### config.mk
export PLATFORM = sky130hd
export DESIGN_NAME = base128_septet_codec_unit
export DESIGN_NICKNAME = d
export VERILOG_FILES = /design/src/rtl/core/b128sc_pkg.sv /design/src/rtl/core/b128sc_csr.sv /design/src/rtl/core/b128sc_engine.sv /design/src/rtl/core/b128sc_out_queue.sv /design/src/rtl/core/base128_septet_codec_unit.sv
export VERILOG_INCLUDE_DIRS = /design/src /design/src/rtl/core
export SDC_FILE = /design/constraint.sdc
export NUM_CORES = 1
export LEC_CHECK = 0
export BUFFER_PORTS_ARGS = -buffer_cell sky130_fd_sc_hd__buf_2
export CORE_MARGIN = 3
export CORE_UTILIZATION = 28
export DETAILED_ROUTE_END_ITERATION = 7
export PLACE_DENSITY = 0.49
export SYNTH_ARGS = -nofsm -noshare
export SYNTH_HDL_FRONTEND = slang
export SYNTH_SLANG_ARGS = --single-unit
### constraint.sdc
create_clock -name clock -period 4.2 [get_ports clock]
set_input_delay 0.42 -clock clock [delete_from_list [all_inputs] [get_ports clock]]
set_output_delay 0.42 -clock clock [all_outputs]
set_load 0.02 [all_outputs]
### src/rtl/core/base128_septet_codec_unit_assert.svh
// ----------------------------------------------------------------------------
// base128_septet_codec_unit_assert.svh
// Assertion macros shared by the septet codec RTL. They expand to nothing in
// synthesis builds.
// ----------------------------------------------------------------------------
`ifndef BASE128_SEPTET_CODEC_UNIT_ASSERT_SVH
`define BASE128_SEPTET_CODEC_UNIT_ASSERT_SVH

`ifndef SYNTH
// Same-cycle implication, checked at every rising edge outside reset.
`define B128SC_ASSERT_IMP(label, clk, rst, pre, post) \
   label: assert property (@(posedge clk) disable iff (rst) (pre) |-> (post)) \
      else $error("b128sc assertion failed");
// Next-cycle implication, checked at every rising edge outside reset.
`define B128SC_ASSERT_NXT(label, clk, rst, pre, post) \
   label: assert property (@(posedge clk) disable iff (rst) (pre) |=> (post)) \
      else $error("b128sc assertion failed");
`else
`define B128SC_ASSERT_IMP(label, clk, rst, pre, post)
`define B128SC_ASSERT_NXT(label, clk, rst, pre, post)
`endif

`endif

### src/rtl/core/b128sc_pkg.sv
// ----------------------------------------------------------------------------
// b128sc_pkg
// Types and constants of the base-128 septet codec.
// ----------------------------------------------------------------------------
`timescale 1ns / 1ps
`default_nettype none

package b128sc_pkg;

   localparam int unsigned DATA_W = 8;
   localparam int unsigned ACC_W  = 15;
   localparam int unsigned POS_W  = 3;
   localparam int unsigned CNT_W  = 2;

   localparam logic [7:0] SEPT_MASK = 8'h7f;
   localparam logic [7:0] SEPT_FLAG = 8'h80;

   // Last position of a seven-byte encode group.
   localparam logic [POS_W-1:0] ENC_LAST_POS = 3'd6;

   localparam logic DIR_ENCODE = 1'b0;
   localparam logic DIR_DECODE = 1'b1;

   // Register word index (paddr[2]).
   localparam logic REG_DIRECTION = 1'b0;

   typedef struct packed {
      logic             run_last;
      logic             message_end;
      logic             byte_valid;
      logic [DATA_W-1:0] out_byte;
   } result_type;

   typedef struct packed {
      logic [CNT_W-1:0] count;
      result_type       res1;
      result_type       res0;
   } push_type;

   typedef struct packed {
      logic direction;
      logic clear;
   } cfg_type;

endpackage

`default_nettype wire

### src/rtl/core/b128sc_csr.sv
// ----------------------------------------------------------------------------
// b128sc_csr
// Register slave for the codec: holds the direction bit and pulses a state
// clear whenever it is written.
// ----------------------------------------------------------------------------
`timescale 1ns / 1ps
`default_nettype none

module b128sc_csr (
   input  wire logic               clock,
   input  wire logic               reset,
   input  wire logic               csr_psel,
   input  wire logic               csr_penable,
   input  wire logic               csr_pwrite,
   input  wire logic [2:0]         csr_paddr,
   input  wire logic [31:0]        csr_pwdata,
   output logic      [31:0]        csr_prdata,
   output logic                    csr_pready,
   output b128sc_pkg::cfg_type     cfg
);

   logic direction_ff;
   logic direction_in;
   logic wr_hit;

   assign csr_pready = 1'b1;
   assign wr_hit     = csr_psel && csr_penable && csr_pwrite && csr_pready
                       && (csr_paddr[2] == b128sc_pkg::REG_DIRECTION);

   assign direction_in = wr_hit ? csr_pwdata[0] : direction_ff;

   always_ff @(posedge clock) begin
      if (reset) begin
         direction_ff <= b128sc_pkg::DIR_ENCODE;
      end else begin
         direction_ff <= direction_in;
      end
   end

   // Unused data bits and the byte offset are ignored on reads.
   assign csr_prdata = (csr_paddr[2] == b128sc_pkg::REG_DIRECTION)
                       ? {31'd0, direction_ff} : 32'd0;

   assign cfg.direction = direction_ff;
   assign cfg.clear     = wr_hit;

endmodule

`default_nettype wire

### src/rtl/core/b128sc_engine.sv
// ----------------------------------------------------------------------------
// b128sc_engine
// Input register, repacking state and the single-pass repack logic. Each
// staged request yields zero, one or two results for the output queue.
// ----------------------------------------------------------------------------
`timescale 1ns / 1ps
`default_nettype none
`include "base128_septet_codec_unit_assert.svh"

module b128sc_engine (
   input  wire logic                 clock,
   input  wire logic                 reset,
   input  wire logic                 req_tvalid,
   output logic                      req_tready,
   input  wire logic [7:0]           req_tdata,
   input  wire logic                 req_tlast,
   input  wire logic                 room,
   input  wire b128sc_pkg::cfg_type  cfg,
   output b128sc_pkg::push_type      push
);

   localparam int unsigned ACC_W = b128sc_pkg::ACC_W;
   localparam int unsigned POS_W = b128sc_pkg::POS_W;

   logic               in_valid_ff, in_valid_in;
   logic [7:0]         data_ff;
   logic               end_ff;
   logic [ACC_W-1:0]   acc_ff, acc_in;
   logic [POS_W-1:0]   pos_ff, pos_in;
   logic               advance;
   logic               accept;

   b128sc_pkg::result_type res0, res1;
   logic [1:0]             n_res;
   logic [ACC_W-1:0]       acc_next;
   logic [POS_W-1:0]       pos_next;

   assign advance    = in_valid_ff && room;
   assign req_tready = !in_valid_ff || room;
   assign accept     = req_tvalid && req_tready;

   assign in_valid_in = accept ? 1'b1 : (advance ? 1'b0 : in_valid_ff);

   always_ff @(posedge clock) begin
      if (reset) begin
         in_valid_ff <= 1'b0;
      end else begin
         in_valid_ff <= in_valid_in;
      end
   end

   always_ff @(posedge clock) begin
      if (accept) begin
         data_ff <= req_tdata;
         end_ff  <= req_tlast;
      end
   end

   always_comb begin
      logic [POS_W-1:0] p;
      logic [ACC_W-1:0] base;
      logic [ACC_W-1:0] wide;
      logic [ACC_W-1:0] keep;
      logic [3:0]       shamt;
      logic [POS_W-1:0] have;
      logic [POS_W-1:0] hm1;
      logic [ACC_W-1:0] shifted;

      p       = pos_ff;
      base    = acc_ff;
      wide    = '0;
      keep    = '0;
      shamt   = '0;
      have    = '0;
      hm1     = '0;
      shifted = '0;
      res0    = '0;
      res1    = '0;
      n_res   = 2'd0;
      acc_next = '0;
      pos_next = '0;

      if (cfg.direction == b128sc_pkg::DIR_ENCODE) begin
         // A position past the group end restarts with an empty accumulator.
         if (p > b128sc_pkg::ENC_LAST_POS) begin
            p    = '0;
            base = '0;
         end
         wide    = {base[6:0], data_ff};
         shamt   = {1'b0, p} + 4'd1;
         shifted = wide >> shamt;
         res0.out_byte   = {1'b0, shifted[6:0]} | b128sc_pkg::SEPT_FLAG;
         res0.byte_valid = 1'b1;
         n_res = 2'd1;
         keep  = wide & ((15'd1 << shamt) - 15'd1);
         if (p == b128sc_pkg::ENC_LAST_POS) begin
            res1.out_byte   = {1'b0, keep[6:0]} | b128sc_pkg::SEPT_FLAG;
            res1.byte_valid = 1'b1;
            n_res    = 2'd2;
            acc_next = '0;
            pos_next = '0;
         end else begin
            acc_next = keep;
            pos_next = p + 3'd1;
         end
         // Flush the leftover bits, zero padded on the low side.
         if (end_ff && (pos_next != '0)) begin
            shifted = acc_next << (3'd7 - pos_next);
            res1.out_byte   = {1'b0, shifted[6:0]} | b128sc_pkg::SEPT_FLAG;
            res1.byte_valid = 1'b1;
            n_res = 2'd2;
         end
      end else begin
         have = 3'd0 - p;
         hm1  = have - 3'd1;
         wide = {base[7:0], data_ff[6:0]};
         if (have != '0) begin
            shifted = wide >> hm1;
            res0.out_byte   = shifted[7:0];
            res0.byte_valid = 1'b1;
            n_res    = 2'd1;
            acc_next = wide & ((15'd1 << hm1) - 15'd1);
         end else begin
            acc_next = wide;
         end
         pos_next = p + 3'd1;
         // A message end that completes no byte still needs an end marker.
         if (end_ff && (n_res == 2'd0)) begin
            n_res = 2'd1;
         end
      end

      if (n_res == 2'd2) begin
         res1.run_last    = 1'b1;
         res1.message_end = end_ff;
      end else begin
         res0.run_last    = 1'b1;
         res0.message_end = end_ff;
      end

      if (end_ff) begin
         acc_next = '0;
         pos_next = '0;
      end
   end

   always_comb begin
      acc_in = acc_ff;
      pos_in = pos_ff;
      if (cfg.clear) begin
         acc_in = '0;
         pos_in = '0;
      end else if (advance) begin
         acc_in = acc_next;
         pos_in = pos_next;
      end
   end

   always_ff @(posedge clock) begin
      if (reset) begin
         acc_ff <= '0;
         pos_ff <= '0;
      end else begin
         acc_ff <= acc_in;
         pos_ff <= pos_in;
      end
   end

   assign push.count = advance ? n_res : 2'd0;
   assign push.res0  = res0;
   assign push.res1  = res1;

   `B128SC_ASSERT_NXT(a_end_clears_state, clock, reset, advance && end_ff,
      (acc_ff == '0) && (pos_ff == '0))
   `B128SC_ASSERT_IMP(a_encode_pos_range, clock, reset,
      cfg.direction == b128sc_pkg::DIR_ENCODE, pos_ff <= b128sc_pkg::ENC_LAST_POS)
   `B128SC_ASSERT_IMP(a_pair_last_flag, clock, reset, push.count == 2'd2,
      push.res1.run_last && !push.res0.run_last && !push.res0.message_end)

endmodule

`default_nettype wire

### src/rtl/core/b128sc_out_queue.sv
// ----------------------------------------------------------------------------
// b128sc_out_queue
// Three-entry result queue in front of the response channel. The head entry
// drives the channel; room is a function of the registered fill level.
// ----------------------------------------------------------------------------
`timescale 1ns / 1ps
`default_nettype none
`include "base128_septet_codec_unit_assert.svh"

module b128sc_out_queue (
   input  wire logic                  clock,
   input  wire logic                  reset,
   input  wire b128sc_pkg::push_type  push,
   output logic                       room,
   output logic                       rsp_tvalid,
   input  wire logic                  rsp_tready,
   output b128sc_pkg::result_type     head
);

   localparam int unsigned DEPTH = 3;
   localparam int unsigned CNT_W = b128sc_pkg::CNT_W;

   b128sc_pkg::result_type q_ff [DEPTH];
   b128sc_pkg::result_type q_in [DEPTH];
   logic [CNT_W-1:0]       count_ff, count_in;
   logic                   pop;
   logic [CNT_W-1:0]       base;

   assign rsp_tvalid = (count_ff != '0);
   assign pop        = rsp_tvalid && rsp_tready;
   assign room       = (count_ff <= 2'd1);
   assign head       = q_ff[0];
   assign base       = count_ff - {1'b0, pop};
   assign count_in   = base + push.count;

   always_comb begin
      for (int i = 0; i < DEPTH; i++) begin
         q_in[i] = q_ff[i];
      end
      // A pop moves every entry one place toward the head.
      if (pop) begin
         for (int i = 0; i < DEPTH - 1; i++) begin
            q_in[i] = q_ff[i + 1];
         end
      end
      for (int i = 0; i < DEPTH; i++) begin
         if ((push.count != 2'd0) && (CNT_W'(i) == base)) begin
            q_in[i] = push.res0;
         end
         if ((push.count == 2'd2) && (CNT_W'(i) == base + 2'd1)) begin
            q_in[i] = push.res1;
         end
      end
   end

   always_ff @(posedge clock) begin
      q_ff <= q_in;
   end

   always_ff @(posedge clock) begin
      if (reset) begin
         count_ff <= '0;
      end else begin
         count_ff <= count_in;
      end
   end

   `B128SC_ASSERT_IMP(a_push_has_room, clock, reset, push.count != 2'd0,
      count_ff <= 2'd1)
   `B128SC_ASSERT_IMP(a_end_is_run_last, clock, reset,
      rsp_tvalid && head.message_end, head.run_last)

endmodule

`default_nettype wire

### src/rtl/core/base128_septet_codec_unit.sv
// ----------------------------------------------------------------------------
// base128_septet_codec_unit
// Streaming 7-to-8 bit repacker: encodes bytes into flagged septets or
// decodes septets back into bytes, selected by the direction register.
// ----------------------------------------------------------------------------
// Path: an accepted request waits in the input register until the result queue
// has room; its results then enter the queue, whose head drives the response.
// Throughput: one request per cycle while the result queue has room; a request
// with two results (the seventh byte of an encode group, or an encode flush at
// message end) holds back further requests, as responses leave one at a time.
// Reset: synchronous, active high; direction returns to encode, the packing
// state and all queued results are cleared.
`timescale 1ns / 1ps
`default_nettype none

module base128_septet_codec_unit (
   input  wire logic        clock,
   input  wire logic        reset,
   // Request stream.
   input  wire logic        req_tvalid,
   output logic             req_tready,
   input  wire logic [7:0]  req_tdata,   // [7:0] data_in
   input  wire logic        req_tlast,   // message_end_in
   // Result stream.
   output logic             rsp_tvalid,
   input  wire logic        rsp_tready,
   output logic [7:0]       rsp_tdata,   // [7:0] out_byte
   output logic [1:0]       rsp_tuser,   // [0] byte_valid, [1] run_last
   output logic             rsp_tlast,   // message_end
   // Register port.
   input  wire logic        csr_psel,
   input  wire logic        csr_penable,
   input  wire logic        csr_pwrite,
   input  wire logic [2:0]  csr_paddr,
   input  wire logic [31:0] csr_pwdata,
   output logic [31:0]      csr_prdata,
   output logic             csr_pready
);

   // A direction write also clears the packing state, so a message that was
   // in progress is dropped. Writes are only expected while the codec is idle.
   b128sc_pkg::cfg_type    cfg;
   b128sc_pkg::push_type   push;
   b128sc_pkg::result_type head;
   logic                   room;

   b128sc_csr u_csr (
      .clock       (clock),
      .reset       (reset),
      .csr_psel    (csr_psel),
      .csr_penable (csr_penable),
      .csr_pwrite  (csr_pwrite),
      .csr_paddr   (csr_paddr),
      .csr_pwdata  (csr_pwdata),
      .csr_prdata  (csr_prdata),
      .csr_pready  (csr_pready),
      .cfg         (cfg)
   );

   // The engine stages each request in its input register and, in the cycle
   // the queue has room, repacks it against the current state in one pass.
   b128sc_engine u_engine (
      .clock      (clock),
      .reset      (reset),
      .req_tvalid (req_tvalid),
      .req_tready (req_tready),
      .req_tdata  (req_tdata),
      .req_tlast  (req_tlast),
      .room       (room),
      .cfg        (cfg),
      .push       (push)
   );

   // The queue decouples the two sides: room depends only on its registered
   // fill level, so no combinational path runs from rsp_tready to req_tready.
   b128sc_out_queue u_queue (
      .clock      (clock),
      .reset      (reset),
      .push       (push),
      .room       (room),
      .rsp_tvalid (rsp_tvalid),
      .rsp_tready (rsp_tready),
      .head       (head)
   );

   assign rsp_tdata = head.out_byte;
   assign rsp_tuser = {head.run_last, head.byte_valid};
   assign rsp_tlast = head.message_end;

endmodule

`default_nettype wire

==> metrics, run 1 <==
min cycle time layout 3.780 ns; clock tree from TritonCTS built; Least-Margin Pin Slew 0.7140 ns; final setup TNS 0 ns; DRT Wirelength 14700 µm; Area contributors post-synth edfxtp_1 25%, buf_4 6.4%, mux4_2 6.2%; Final Hold Viols 0; Skew-Pair Late Insertion Delay 0.33 ns; Placement Cell Area 0.005107 mm²; area grow syn2layout 6.932%; Reg area between 0.0015 and 0.002 mm²; post-placement worst setup slack about 0.5 ns; Slew headroom 52.23%; final period utilization 90.00%; Clock Sink Count 57; async set-reset flop share out of synthesis 0%; Hold/Removal Path Class input port to register; critical path peak fanout 13; CP cell instances clkinv_1 -> ha_1 -> nor2b_1 -> a31o_2 -> o221a_2 -> and4_1 -> nor2_1 -> nand2_1; number of buffers and inverters on the critical path 1; top_reg_cell synth edfxtp_1; H-tree Lvls 3; Die Span Y 140.3 µm; design area 0.005404 mm²; TritonRoute pass-1 iters 5; pin count of the biggest net entering global routing 51; antenna violations before repair 0; critical path's slowest cell ha_1; boundary pin count 97; simple-gate share of the synthesized area around 18%; Final setup viols 0; Req. time, crit path 4.17 ns; Synth top area share 24.96%; Post-CTS Setup Bufs 0; synthesized area between 0.005 and 0.006 mm²; Placeable Area ~0.017 mm²; max-cap check violation count 0; mux cell area share after synthesis 9.507%; Synth Area in XOR/XNOR under 10%; multi-input logic area between 0.002 and 0.003 mm²; global-route usage over all layers 15.05%; Worst setup SP type register; status finished clean; hpwl dp 10510 µm; data arrival time of the worst path approximately 3.8 ns; DR iter-0 viols ~530; number of global-route vias before repair 4149; Hold-fix buffers, CTS 0; post-placement cell count just under 800; initial core utilization 28.92%; post-route ant nets 0; Worst IR Drop VDD between 0.0002 and 0.00025 V; hold_ws 0.2674 ns; Leak slightly below 2 nW; CTS clock-pin slew for the worst setup and hold paths 0.05 ns; DIE AREA 0.01970 mm²; Die W 140.3 µm; Nets approximately 630; largest family of logic cells by synthesized area compound AO/OA/AOI/OAI gates; Post-synth EDFFs 42; grt total ovfl 0; compound-cell area share of the yosys netlist between 20% and 30%; DR vias/cell 5.516; worst stage delay on the critical path 0.55 ns; Fillers 1810; Antenna diodes 0; clk root buf clkbuf_16; share of the yosys chip area belonging to registers a little over 30%; non-filler cells, final approximately 800; global-route wire length before repair 23970 µm; cts bufs inserted 9; Final Max Tran Viols 0; Resize count post-CTS 0; Synth Area in Adders 3.689%; IO buf count 31; DR vias 4396; Avg Cell Area, Syn ~9 µm²; Synth cell types 84; final setup margin 0.4199 ns; RSZ-0062 raised after global routing no; Pwr Density approximately 450 mW/mm²; routability cong. around 0.94; Yosys Warn Count 0; FMAX 0.2645 GHz; Layout Skew 0.004319 ns; layout cells sized above 1 18.53%; family with the most delay on the worst path simple AND/OR/NAND/NOR gates; row count 48; clock buffer depth 2; CP endpoint kind register; Seq cells post-synth 57; WL/cell 18.44 µm; Gate Count Post-Synth 560; # DRC 0; WS Path Type register to register; post-synth top area cell edfxtp_1
routing by layer:
| metal | vias up | track usage (%) | share of wire [%] |
|---|---|---|---|
| met5 | - | 0 | 0 |
| met4 | 0 | 4.335 | 1.5 |
| met3 | 15 | 2.629 | 7.0 |
| met2 | 196 | 23.01 | 45 |
| met1 | 2129 | 21.77 | 46 |
| li1 | 2056 | - | - |
through the flow:
stage | total power, W | util, %
finish | 0.002406 | 30.92
CTS | 0.002426 | 30.92
global route | 0.002559 | 30.92
detailed placement | 0.001694 | 29.22
global placement | 0.001682 | 29.22
floorplan | 0.001547 | -
area by class of cell:
class | count | share of cell area (%)
well taps | 225 | 5.210
clock inverters | 7 | 1.320
inverters | 16 | 1.111
multi-input cells | 434 | 53.90
clock buffers | 9 | 4.168
flip-flops and latches | 57 | 28.92
repair buffers | 49 | 5.372
cell usage after synthesis (3+ instances only):
master / number
ha_1: 14
nor2b_1: 7
mux4_2: 14
clkbuf_1: 19
dfxtp_1: 15
nor2_1: 57
o32ai_1: 5
and3_1: 9
o2bb2ai_1: 4
a2bb2oi_1: 3
nand4_1: 6
a21boi_0: 4
nand2_1: 44
buf_4: 43
o211ai_1: 6
inv_1: 13
nor3b_1: 4
xnor2_1: 5
o221ai_1: 4
buf_2: 5
o22ai_1: 13
nor3_1: 12
mux2_2: 4
mux2i_1: 12
buf_6: 4
clkbuf_8: 11
o2111ai_1: 5
nand2b_1: 10
a32oi_1: 3
a21oi_1: 31
o21ai_0: 35
clkinv_1: 3
a211o_1: 3
edfxtp_1: 42
nand3_1: 13
a31oi_1: 9
worst paths after layout:
check	cells past startpoint	end	start	slack [ns]
worst min register to register	2	u_engine.acc_ff[6]$_SDFFE_PP0P_	u_engine.acc_ff[6]$_SDFFE_PP0P_	0.50
worst min-delay path	1	u_engine.data_ff[7]$_DFFE_PP_	req_tdata[7]	0.27
worst max register to register	8	u_queue.head[0]$_DFFE_PP_	u_engine.pos_ff[0]$_SDFFE_PP0P_	0.42
worst max-delay path	8	u_queue.head[0]$_DFFE_PP_	u_engine.pos_ff[0]$_SDFFE_PP0P_	0.42
power breakdown:
group	total, W	leakage [nW]	switching (W)	internal (W)
registers	0.000847	0.512	0.0000529	0.000794
logic	0.000837	1.32	0.000548	0.000289
clock network	0.000723	0.137	0.000266	0.000457
total	0.00241	1.97	0.000866	0.00154
flip-flops by register name, indices dropped and copies added (netlist names):
signal,count
u_engine.data_ff,8
u_queue.count_ff,2
u_csr.direction_ff,1
u_queue.head,11
u_engine.acc_ff,8
u_engine.pos_ff,3
u_engine.in_valid_ff,1
u_engine.end_ff,1
u_queue.q_ff,22
placed cells by master (no fill, tap or decap), drive strengths merged, types with 5 or more instances in the layout:
| master | instances |
|---|---|
| o32ai | 5 |
| nor3 | 12 |
| nand3 | 13 |
| nand2 | 45 |
| o22ai | 13 |
| edfxtp | 42 |
| clkbuf | 9 |
| and3 | 10 |
| dfxtp | 15 |
| a31oi | 9 |
| conb | 33 |
| o2111ai | 6 |
| mux4 | 14 |
| and2 | 5 |
| nor2b | 7 |
| buf | 49 |
| mux2i | 12 |
| xnor2 | 5 |
| ha | 14 |
| nor2 | 58 |
| o21ai | 37 |
| a21oi | 32 |
| inv | 13 |
| o211ai | 6 |
| nand4 | 6 |
| clkinv | 6 |
| nand2b | 10 |
worst register-to-register path, delay by kind of cell (launching register included):
kind	cells	cell delay, ns
AOI/OAI and AO/OA	2	0.65
adders and majority gates	1	0.56
buffers and inverters	1	0.40
DFF	1	0.34
and+or+nand+nor	4	1.48
logic make-up after synthesis:
| family | Yosys count |
|---|---|
| other | 2 |
| and+or+nand+nor | 183 |
| adders and majority gates | 15 |
| muxes | 30 |
| DFF | 57 |
| buffers and inverters | 100 |
| xor gates and xnor gates | 7 |
| AOI/OAI and AO/OA | 166 |
Note: power is estimated with default switching activity, not from simulation.
==> run 2, diff against run 1 <==
--- a/config.mk
+++ b/config.mk
@@ -13,4 +13,5 @@
 export PLACE_DENSITY = 0.49
 export SYNTH_ARGS = -nofsm -noshare
 export SYNTH_HDL_FRONTEND = slang
+export SYNTH_HIERARCHICAL = 1
 export SYNTH_SLANG_ARGS = --single-unit
==> metrics, run 2 <==
area grow syn2layout 7.687%; clock buffer depth 2 (unchanged); final setup TNS 0 ns (unchanged); Yosys Warn Count 6 (+6); post-placement cell count 805 (+3.1%); DRT Wirelength 15360 µm (+4.5%); Resize count post-CTS 0 (unchanged); Worst IR Drop VDD 0.0003067 V (+25%); DR iter-0 viols 563 (+5.8%); final period utilization 89.84% (-0.16 points); Synth top area share 23.55% (-1.4 points); Req. time, crit path 4.23 ns (+0.06 ns); top-count cell post-synth buf_4; Die W 144.3 µm (+2.8%); Antenna diodes 0 (unchanged); Largest Register u_queue/q_ff; Area contributors post-synth edfxtp_1 24%, buf_4 7.3%, mux4_2 6.3%; WL/cell 18.74 µm (+1.6%); Layout Skew 0.005717 ns (+0.001397 ns); pin count of the biggest net entering global routing 37 (-27%); synthesized area 0.005355 mm² (+6.0%); post-route ant nets 0 (unchanged); H-tree Lvls 3 (unchanged); IO buf count 31 (unchanged); Final Max Tran Viols 0 (unchanged); commonest non-fill, non-tap cells in the layout 43 x nand2_1, 42 x edfxtp_1, 33 x conb_1, 33 x o21ai_0; reg2reg start u_engine/pos_ff[1]$_SDFFE_PP0P_; commonest non-fill, non-tap cell in the layout nand2_1; hpwl dp 11430 µm (+8.8%); Skew-Pair Late Insertion Delay 0.33 ns (about the same); antenna violations before repair 0 (unchanged); number of global-route vias before repair 4336 (+4.5%); CTS clock-pin slew for the worst setup and hold paths 0.05 ns (about the same); critical path peak fanout 18 (+5); async set-reset flop share out of synthesis 0% (unchanged); worst stage delay on the critical path 0.32 ns (-0.23 ns); boundary pin count 97 (unchanged); Pwr Density 469.6 mW/mm² (+5.5%); Nets 650 (+2.8%); Final Hold Viols 0 (unchanged); FMAX 0.2650 GHz (+0.18%); Final setup viols 0 (unchanged); non-filler cells, final 820 (+2.9%); min cycle time layout 3.773 ns (-0.006684 ns); Leak 2.054 nW (+4.4%); Synth cell types 83 (-1.2%); HP Start req_tdata[5]; max-cap check violation count 0 (unchanged); share of the yosys chip area belonging to registers 29.16% (-1.7 points); synth cell count leaders 52 x buf_4, 43 x nand2_1, 42 x edfxtp_1; initial core utilization 29.12% (+0.20 points); Post-synth EDFFs 42 (unchanged); Placeable Area 0.01839 mm² (+5.2%); Worst setup SP type register; WS Path Type register to register; Slew headroom 28.03% (-24 points); max reg flops 22 (unchanged); DR vias/cell 5.687 (+3.1%); Post-CTS Setup Bufs 0 (unchanged); number of buffers and inverters on the critical path 5 (+4); routability cong. 0.9160 (-3.0%); data arrival time of the worst path 3.81 ns (+0.06 ns); clk root buf clkbuf_16; most numerous cell on the critical path buf_4; Hold/Removal Path Class input port to register; row count 49 (+2.1%); post-synth top area cell edfxtp_1; TritonRoute pass-1 iters 5 (unchanged); global-route wire length before repair 24360 µm (+1.6%); DIE AREA 0.02082 mm² (+5.7%); family with the most delay on the worst path buffers and inverters; # DRC 0 (unchanged); Clock Sink Count 57 (unchanged); status finished clean; grt total ovfl 0 (unchanged); Seq cells post-synth 57 (unchanged); CP cell instances buf_4 -> inv_1 -> ha_1 -> and4bb_1 -> o21ai_2 -> o311ai_4 -> a21oi_1 -> buf_4 -> and3_1 -> nor3b_2 -> buf_4 -> nand2_1 -> o21ai_0 -> buf_4; clock tree from TritonCTS built; Hold-fix buffers, CTS 0 (unchanged); CP endpoint kind register; top_reg_cell synth edfxtp_1; Least-Margin Pin Slew 1.075 ns (+0.3608 ns); layout cells sized above 1 19.97% (+1.4 points); Avg Cell Area, Syn 9.092 µm² (+0.75%); global-route usage over all layers 14.79% (-0.26 points); origin of the worst setup path u_engine/pos_ff[1]$_SDFFE_PP0P_; cts bufs inserted 9 (unchanged); RSZ-0062 raised after global routing no; DR vias 4663 (+6.1%); Gate Count Post-Synth 589 (+5.2%); Die Span Y 144.3 µm (+2.8%); critical path's slowest cell and3_1
run 2: changes by cell type in the layout (fill, tap and decap cells not counted), moves of 6 or more:
| cell | delta |
|---|---|
| nor2_1 | -26 |
| o22ai_1 | -12 |
| a221o_1 | +11 |
| a31oi_1 | +10 |
| mux2_2 | +9 |
| nand4b_1 | +9 |
| nor3_1 | +8 |
| and3_1 | +6 |
| o21ai_1 | +6 |
run 2: layout make-up:
type / count / area, µm²
Fill cell: 1910 / 12630
Multi-Input combinational cell: 450 / 3224
Sequential cell: 57 / 1563
Timing Repair Buffer: 54 / 327.8
Tap cell: 229 / 286.5
Clock buffer: 9 / 225.2
Clock inverter: 6 / 83.83
Inverter: 15 / 56.30
run 2: metal layers:
metal	up-vias	wire length (µm)	GRT usage (%)
met4	0	296	4.075
met5	-	0	0
met3	30	1181	2.646
met2	239	7230	24.12
li1	2172	-	-
met1	2222	6656	20.20
run 2: where the power goes:
part	internal, W	total (W)	leakage, nW	switching, W
logic	0.000395	0.00106	1.39	0.000661
clock network	0.000513	0.000767	0.155	0.000254
registers	0.000820	0.000886	0.513	0.0000654
total	0.00173	0.00271	2.05	0.000980
run 2: final timing paths:
| kind | to | slack [ns] | cells after the start |
|---|---|---|---|
| worst max-delay path | u_queue/q_ff[8]$_DFFE_PP_ | 0.43 | 14 |
| worst min-delay path | u_engine/data_ff[5]$_DFFE_PP_ | 0.26 | 1 |
| worst max register to register | u_queue/q_ff[8]$_DFFE_PP_ | 0.43 | 14 |
| worst min register to register | u_engine/acc_ff[7]$_SDFFE_PP0P_ | 0.50 | 2 |
run 2: cell families after synthesis:
| kind of cell | Yosys count | synth area share (%) |
|---|---|---|
| other | 3 | 0.2103 |
| DFF | 57 | 29.16 |
| xor gates and xnor gates | 9 | 2.010 |
| AOI/OAI and AO/OA | 169 | 22.73 |
| buffers and inverters | 112 | 12.73 |
| muxes | 39 | 11.10 |
| adders and majority gates | 12 | 2.804 |
| and+or+nand+nor | 188 | 19.25 |
run 2: through the flow:
stage	util [%]	area, µm²	setup slack, ns	hold slack, ns	total power (W)
after floorplan	-	5468	0.1879	0.4524	0.001791
after global placement	29.67	5458	0.4900	0.4932	0.001937
after detailed placement	29.67	5458	0.4317	0.4930	0.001958
after CTS	31.35	5767	0.4245	0.2552	0.002733
after global routing	31.35	5767	0.07678	0.2559	0.002883
final	31.35	5767	0.4266	0.2629	0.002708
run 2: worst reg2reg max path, cell delays in order (launching register included):
cell,delay [ns]
dfxtp_1,0.30
buf_4,0.19
inv_1,0.29
ha_1,0.26
and4bb_1,0.23
o21ai_2,0.18
o311ai_4,0.13
a21oi_1,0.18
buf_4,0.21
and3_1,0.32
nor3b_2,0.25
buf_4,0.20
nand2_1,0.31
o21ai_0,0.20
buf_4,0.22
==> run 3, diff against run 2 <==
--- a/config.mk
+++ b/config.mk
@@ -7,10 +7,11 @@
 export NUM_CORES = 1
 export LEC_CHECK = 0
 export BUFFER_PORTS_ARGS = -buffer_cell sky130_fd_sc_hd__buf_2
+export CAP_MARGIN = 10
 export CORE_MARGIN = 3
-export CORE_UTILIZATION = 28
+export CORE_UTILIZATION = 40
 export DETAILED_ROUTE_END_ITERATION = 7
-export PLACE_DENSITY = 0.49
+export PLACE_DENSITY = 0.64
 export SYNTH_ARGS = -nofsm -noshare
 export SYNTH_HDL_FRONTEND = slang
 export SYNTH_HIERARCHICAL = 1
==> metrics, run 3 (synthesized netlist as in run 2, its figures left out) <==
status finished clean; critical path's slowest cell o211ai_1; post-route ant nets 0 (unchanged); Gate power share 40.7% (+1.7 points); pin count of the biggest net entering global routing 37 (unchanged); layout cells sized above 1 20.47% (+0.50 points); Pwr Density 451.7 mW/mm² (-3.8%); Resize count post-CTS 0 (unchanged); data arrival time of the worst path 3.65 ns (-0.16 ns); Req. time, crit path 4.15 ns (-0.08 ns); reg2reg end u_queue/q_ff[15]$_DFFE_PP_; TritonRoute pass-1 iters 6 (+1); CTS clock-pin slew for the worst setup and hold paths 0.05 ns (about the same); boundary pin count 97 (unchanged); max-cap check violation count 0 (unchanged); Antenna diodes 0 (unchanged); number of global-route vias before repair 4415 (+1.8%); DR iter-0 viols 546 (-3.0%); RSZ-0062 raised after global routing no; DRT Wirelength 14470 µm (-5.8%); area grow syn2layout 6.075%; Net Sw Frac 37.34% (+1.1 points); routability cong. 0.9410 (+2.7%); non-filler cells, final 768 (-6.3%); WS Path Type register to register; clock tree from TritonCTS built; Reg2Reg Setup Slack 0.50 ns (+0.08 ns); WL/cell 18.84 µm (+0.57%); Layout Skew 0.003801 ns (-0.001916 ns); Worst setup SP type register; Leak 2.044 nW (-0.45%); hold depth 1 (unchanged); post-placement cell count 752 (-6.6%); CP endpoint kind register; net switching power 0.0009581 W (-2.3%); register share of total power 34.4% (+1.7 points); max reg flops 22 (unchanged); initial core utilization 41.59% (+12 points); Clock Sink Count 57 (unchanged); clock buffer depth 2 (unchanged); global-route wire length before repair 23370 µm (-4.1%); Post-CTS Setup Bufs 0 (unchanged); min cycle time layout 3.697 ns (-0.07597 ns); Worst IR Drop VDD 0.0002752 V (-10%); hold path endpoint u_engine/data_ff[5]$_DFFE_PP_; CP cell instances buf_4 -> ha_1 -> and4bb_1 -> o21ai_2 -> o311ai_4 -> a21oi_1 -> and3_1 -> nand3b_1 -> or2_2 -> o211ai_1; clock share of power 24.9% (-3.4 points); Final setup viols 0 (unchanged); Least-Margin Pin Slew 0.9998 ns (-0.07496 ns); row count 41 (-16%); # DRC 0 (unchanged); Nets 654 (+0.62%); hold_ws 0.2668 ns (+0.003900 ns); Skew-Pair Late Insertion Delay 0.33 ns (about the same); clk root buf clkbuf_16; reg2reg start u_engine/pos_ff[1]$_SDFFE_PP0P_; IO buf count 31 (unchanged); Placeable Area 0.01288 mm² (-30%); Final Hold Viols 0 (unchanged); Final Max Tran Viols 0 (unchanged); critical path peak fanout 15 (-3); commonest non-fill, non-tap cells in the layout 43 x nand2_1, 42 x edfxtp_1, 33 x conb_1, 33 x o21ai_0; HP Start req_tdata[5]; Die W 121.7 µm (-16%); final setup TNS 0 ns (unchanged); Hold/Removal Path Class input port to register; grt total ovfl 0 (unchanged); H-tree Lvls 3 (unchanged); DR vias/cell 6.087 (+7.0%); commonest non-fill, non-tap cell in the layout nand2_1; antenna violations before repair 0 (unchanged); FMAX 0.2705 GHz (+2.1%); Largest Register u_queue/q_ff; hpwl dp 10750 µm (-6.0%); DIE AREA 0.01481 mm² (-29%); cell-internal power 0.001608 W (-7.0%); Slew headroom 33.05% (+5.0 points); global-route usage over all layers 19.92% (+5.1 points); R2R cell count 10 (-4); Hold-fix buffers, CTS 0 (unchanged); final period utilization 88.03% (-1.8 points); DR vias 4675 (+0.26%); worst stage delay on the critical path 0.50 ns (+0.18 ns); Die Span Y 121.7 µm (-16%); cts bufs inserted 9 (unchanged)
## run 3: cell count changes in the layout (fill, tap and decap cells not counted), sizes merged
cell and delta:
buf +4, clkinvlp +2, bufinv -2, clkbuf +1
## run 3: how the worst max path moves through the flow
stage | cells after the start | slack [ns] | end | start
after CTS | 10 | 0.53 | u_queue/q_ff[18]$_DFFE_PP_ | u_engine/pos_ff[1]$_SDFFE_PP0P_
final | 10 | 0.50 | u_queue/q_ff[15]$_DFFE_PP_ | u_engine/pos_ff[1]$_SDFFE_PP0P_
after floorplan | 11 | 0.19 | u_queue/q_ff[0]$_DFFE_PP_ | u_engine/pos_ff[0]$_SDFFE_PP0P_
after global routing | 10 | 0.30 | u_queue/q_ff[18]$_DFFE_PP_ | u_engine/pos_ff[1]$_SDFFE_PP0P_
after global placement | 11 | 0.62 | u_queue/q_ff[16]$_DFFE_PP_ | u_engine/pos_ff[1]$_SDFFE_PP0P_
after detailed placement | 10 | 0.54 | u_queue/q_ff[16]$_DFFE_PP_ | u_engine/pos_ff[1]$_SDFFE_PP0P_
## run 3: power groups by stage
| stage | sequential, W | combinational, W | clock [W] |
|---|---|---|---|
| after global placement | 0.000887 | 0.00102 | 0 |
| final | 0.000882 | 0.00105 | 0.000639 |
| after floorplan | 0.000865 | 0.000926 | 0 |
| after global routing | 0.000891 | 0.00115 | 0.000680 |
| after CTS | 0.000881 | 0.00104 | 0.000653 |
| after detailed placement | 0.000892 | 0.00104 | 0 |
## run 3: per-layer routing
metal | wire length [µm] | GRT usage, % | vias up
li1 | - | - | 2180
met1 | 6076 | 25.46 | 2211
met4 | 517 | 9.244 | 0
met3 | 1167 | 5.107 | 46
met5 | 0 | 0 | -
met2 | 6709 | 31.64 | 238
## run 3: area by class of cell
cell class	count	area (µm²)
Fill cell	1250	7196
Multi-Input combinational cell	450	3224
Sequential cell	57	1563
Timing Repair Buffer	58	357.8
Clock buffer	10	229.0
Tap cell	172	215.2
Inverter	15	56.30
Clock inverter	6	35.03
## run 3: through the flow
step                      util (%)  instance area (µm²)  power, W  setup WS (ns)
after floorplan                  -                 5468  0.001791         0.1879
final                        44.12                 5680  0.002566         0.5026
after CTS                    44.12                 5680  0.002579         0.5250
after detailed placement     42.07                 5416  0.001933         0.5389
after global routing         44.12                 5680  0.002720         0.2958
after global placement       42.07                 5416  0.001907         0.6161
## run 3: worst max-delay path, delay by kind of cell, from the launching register on
family                   cells  cell delay (ns)
AND/OR/NAND/NOR              4             1.11
buffers and inverters        1             0.23
AO/OA/AOI/OAI                4             1.25
adder cells (fa/ha/maj)      1             0.36
flip-flops                   1             0.37
